### src/rtl/core/kei_ram.sv
`timescale 1ns / 1ps
// Generic single-write, single-read RAM with registered read data.
// Depends on nothing.
module kei_ram #(
  parameter int WIDTH = 8,
  parameter int DEPTH = 16
) (
  input  logic                           clk_i,
  input  logic                           we_i,
  input  logic [$clog2(DEPTH)-1:0]       waddr_i,
  input  logic [WIDTH-1:0]               wdata_i,
  input  logic [$clog2(DEPTH)-1:0]       raddr_i,
  output logic [WIDTH-1:0]               rdata_o
);

  logic [WIDTH-1:0] mem_q [DEPTH];

  always_ff @(posedge clk_i) begin
    if (we_i) begin
      mem_q[waddr_i] <= wdata_i;
    end
    rdata_o <= mem_q[raddr_i];
  end

endmodule

### config.mk
export PLATFORM = sky130hd
export DESIGN_NAME = kei_ram
export DESIGN_NICKNAME = d
export VERILOG_FILES = /design/src/rtl/core/kei_ram.sv
export SDC_FILE = /design/constraint.sdc
export NUM_CORES = 1
export LEC_CHECK = 0
export ABC_AREA = 1
export BUFFER_PORTS_ARGS = -buffer_cell sky130_fd_sc_hd__buf_2
export CORE_MARGIN = 10
export CORE_UTILIZATION = 61
export CTS_BUF_LIST = sky130_fd_sc_hd__clkbuf_8 sky130_fd_sc_hd__clkbuf_16
export CTS_CLUSTER_DIAMETER = 150
export DETAILED_ROUTE_END_ITERATION = 8
export HOLD_SLACK_MARGIN = 0.03
export PLACE_DENSITY = 0.79
export SYNTH_ARGS = -nofsm -noshare
export SYNTH_HDL_FRONTEND = slang
export SYNTH_SLANG_ARGS = --single-unit
export TNS_END_PERCENT = 5
### constraint.sdc
create_clock -name clk_i -period 1.4 [get_ports clk_i]
set_clock_uncertainty 0.15 [all_clocks]
set_input_delay 0.07 -clock clk_i [delete_from_list [all_inputs] [get_ports clk_i]]
set_output_delay 0.07 -clock clk_i [all_outputs]
set_load 0.01 [all_outputs]
# [Word level (Yosys, flattened, before mapping)]
# Memories as Yosys holds them, arrays and structs flattened. A register that Yosys moved wholly into a read port is not among the register bits.
# Cells that the tools add are included.
[totals] reg_bits=0 ramBits=128 out_inout_bits=8 word_cells=3 memories=1
[mem_list] name="mem_q" words=16 word_bits=8 read_ports=1 rd_clocked_by_memory_dff=1 wr=1 line_no="16" rtl="logic [WIDTH-1:0] mem_q [DEPTH];"
[op_classes] n_mux=2
[ops] op="$mux W1" count=2

# [Logic depth before layout (Yosys ltp)]
[depth] ltp_word=2 ltp_mapped=8 depth_no_buf=7

# [Worst setup path after synthesis]
# No wires, ideal clock.
[synth_path] kind="input-to-reg" from="input port waddr_i[2]" to="memory mem_q[10][0], enable pin" setup_ns=0.370 arrival_ns=0.651 required_ns=0.880 path_slack_ns=0.229 path_stages=2 path_buffers=0 path_cell_list="nand3b_1 -> nor2_1"
[synth_lines] element="from (decl)" line_no="10" rtl="input logic [$clog2(DEPTH)-1:0] waddr_i,"
[synth_lines] element="to (decl)" line_no="16"
# Straight into the memory's write port.

==> run_results.csv <==
group,metric,value,unit
run_status,run_status,"finished, final reports clean",
yosys,yosys_warnings,0,
sta,worst_slew_margin_rel,71.77,%
worst_setup_path,timing.critical_path.mode_cell,"nand3_1",
cells_and_area,layout.cells.most_common_list,"nand2_1, edfxtp_1, inv_1, nand3_1, buf_2",
job,max_cap_viol_count,0,
yosys,biggest_area_contributors_in_the_synthesized_netlist,"edfxtp_1, nand2_1, nand3_1",
global_routing,largest_net_degree_at_the_start_of_global_routing,65,
worst_setup_path,critical_path_class,"input pin to flop",
worst_setup_path,critical_path_buf_inv_count,4,
yosys,synth_top_area_share,66.65,%
yosys,synth_sequential_area_ratio,69.43,%
sta,finalHoldViolCount,0,
worst_setup_path,longest_individual_stage_delay_on_the_worst_path,530,ps
global_routing,gr-total-overflow,0,
yosys,syn_nets,569,
worst_setup_path,timing.critical_path.cells,"dlygate4sd3_1 -> buf_2 -> inv_2 -> buf_12 -> nand3_1 -> nand3_1 -> nand3_1 -> nand2_1",
sta,slew_violations,0,
cells_and_area,synthToLayoutAreaGrowth,17.62,%
worst_setup_path,crit_path_end_kind,"flop",
sta,setup_total_negative_slack,0,ps
clock_network,cts-resized-gates,0,
clock_network,cts.sink_count,136,
worst_setup_path,crit_arrival,1660,ps
cells_and_area,drive_gt1_share,12.72,%
die,design.die.area,13740,sq um
power_and_ir_drop,cell_area_power_density,1361,nW/um^2
route,routed_wire_length_per_instance,17.38,um
route,drt_drc_violations_left,0,
sta,fin_crit_sh,96.41,%
clock_network,cts_made_buffers,17,
route,ant_nets,0,
route,initialDrtViolationCount,400,
clock_network,cts_tree,"done",
sta,layout_min_cycle_time,1350,ps
yosys,yosys.cell_types.count,12,
placement,placed_cells,706,
power_and_ir_drop,p_leak,0.002992,uW
clock_network,cts.path.max_buffers,2,
worst_setup_path,cp_max_fo,17,
clock_network,clkLatencyLatePin,520,ps
global_routing,grt_usage,20.47,%
yosys,netlist.top_cell.by_area,"edfxtp_1",
yosys,post_synth_instance_area,5767,sq um
route,drt_pre_antenna_iters,5,
die,die_span_y,117.2,um
route,drt-vias-per-instance,5.328,
clock_network,cts_max_level,4,
worst_setup_path,cp_required,1710,ps
global_routing,grt_pass1_vias,3965,
yosys,syn-mean-instance-area,10.47,sq um
worst_setup_path,crit_family,"buffers and inverters",
die,initial_standard_cell_utilization_of_the_core,62.41,%
clock_network,cts.clk_slew.worst_paths,60,ps
route,num_vias,3996,
hold_path,hp-class,"input pin to flop",
placement,globalplace.congestion,0.8520,
yosys,post_synth_inst_count,551,
clock_network,cts_root_buffer,"clkbuf_8",
cells_and_area,final_nets,626,
cells_and_area,fillerInstances,612,
yosys,postSynthRegisterBits,136,
route,totalWireLength,13.03,mm
die,fp.dieW,117.2,um
worst_setup_path,setup.worst_path.start_class,"input pin",
worst_setup_path,cp_slowest_cell,"dlygate4sd3_1",
cells_and_area,finalNonFillerCells,750,
global_routing,grt_pass1_wl,20.64,mm
sta,max_slew.worst_pin.slew,423.5,ps
sta,max_freq,740.9,MHz
die,design.portCount,26,
placement,detailedPlacementHpwl,7.898,mm
cells_and_area,antenna_cells_inserted,0,
sta,setup_violations,0,
cells_and_area,layout_commonest_cell,"nand2_1",
global_routing,initial_antenna_violation_count,0,
placement,number_of_input_and_output_port_buffers_inserted,25,
power_and_ir_drop,peakVddDrop,0.9229,mV
sta,rsz0062_at_grt,"no",
die,rows,35,
die,core_region_area,9240,sq um
[path summary, 6_finish.rpt]
kind / start / endpoint / slack (ps) / depth (start not counted)
worst max-delay path: raddr_i[1] / rdata_o[2] / 50 / 8
worst min-delay path: waddr_i[3] / mem_q[3][7] / 40 / 5
worst max register to register: mem_q[5][2] / rdata_o[2] / 170 / 6
worst min register to register: mem_q[10][0] / rdata_o[0] / 530 / 6
[cell usage after synthesis]
cell / number
nand2_1: 173
buf_2: 13
edfxtp_1: 128
nand3b_1: 2
buf_1: 1
buf_6: 6
buf_4: 4
nand3_1: 97
inv_1: 100
nor2_1: 17
inv_2: 2
dfxtp_1: 8
[state kept, by name, indices dropped and copies added (netlist names)]
name     count
rdata_o      8
mem_q      128
[power breakdown]
group | internal, uW | switching [uW] | total (uW)
clock network | 2470 | 1560 | 4030
logic | 203 | 410 | 613
registers | 4550 | 27.7 | 4580
total | 7230 | 2000 | 9230
[routing by layer]
| metal | share of wire [%] | track usage [%] | wire length (um) |
|---|---|---|---|
| met5 | 0 | 0 | 0 |
| met4 | 3.9 | 10.21 | 502 |
| met3 | 8.5 | 5.046 | 1109 |
| met2 | 50 | 33.81 | 6533 |
| met1 | 38 | 24.53 | 4888 |
[repair_timing]
item	4_1_cts	5_1_grt
setup endpoints to repair	0	0
hold buffers	12	0
setup buffers	0	0
endpoints found under the hold margin	168	0
[through the flow]
stage	area [sq um]	hold WS [ps]	power [uW]	utilization (%)	setup slack [ps]
5_1_grt	6783	77.23	9500	73.41	0.7664
6_report	6783	37.10	9229	73.41	50.30
2_1_floorplan	5767	18.87	4993	-	229.2
3_3_place_gp	6125	290.9	5217	66.28	118.7
4_1_cts	6783	35.45	9248	73.41	77.68
3_5_place_dp	6125	301.5	5239	66.28	93.66
[layout make-up]
type	count	area (sq um)	area share (%)
clock buffers	17	414.1	6.106
clock inverters	15	123.9	1.826
inverters	102	382.9	5.645
multi-input cells	289	1214	17.89
flip-flops and latches	136	4004	59.03
well taps	129	161.4	2.380
repair buffers	62	483.0	7.120
[kinds of logic after synthesis]
family	after synthesis	synth area share (%)
flip-flops	136	69.43
buffers and inverters	126	9.525
AND/OR/NAND/NOR	289	21.05
[tightest hold or removal path: stages]
cell	delay, ps
buf_2	110
nor2_1	40
nand2_1	100
nor2_1	50
buf_4	160
Power figures use the tool's default switching activity.
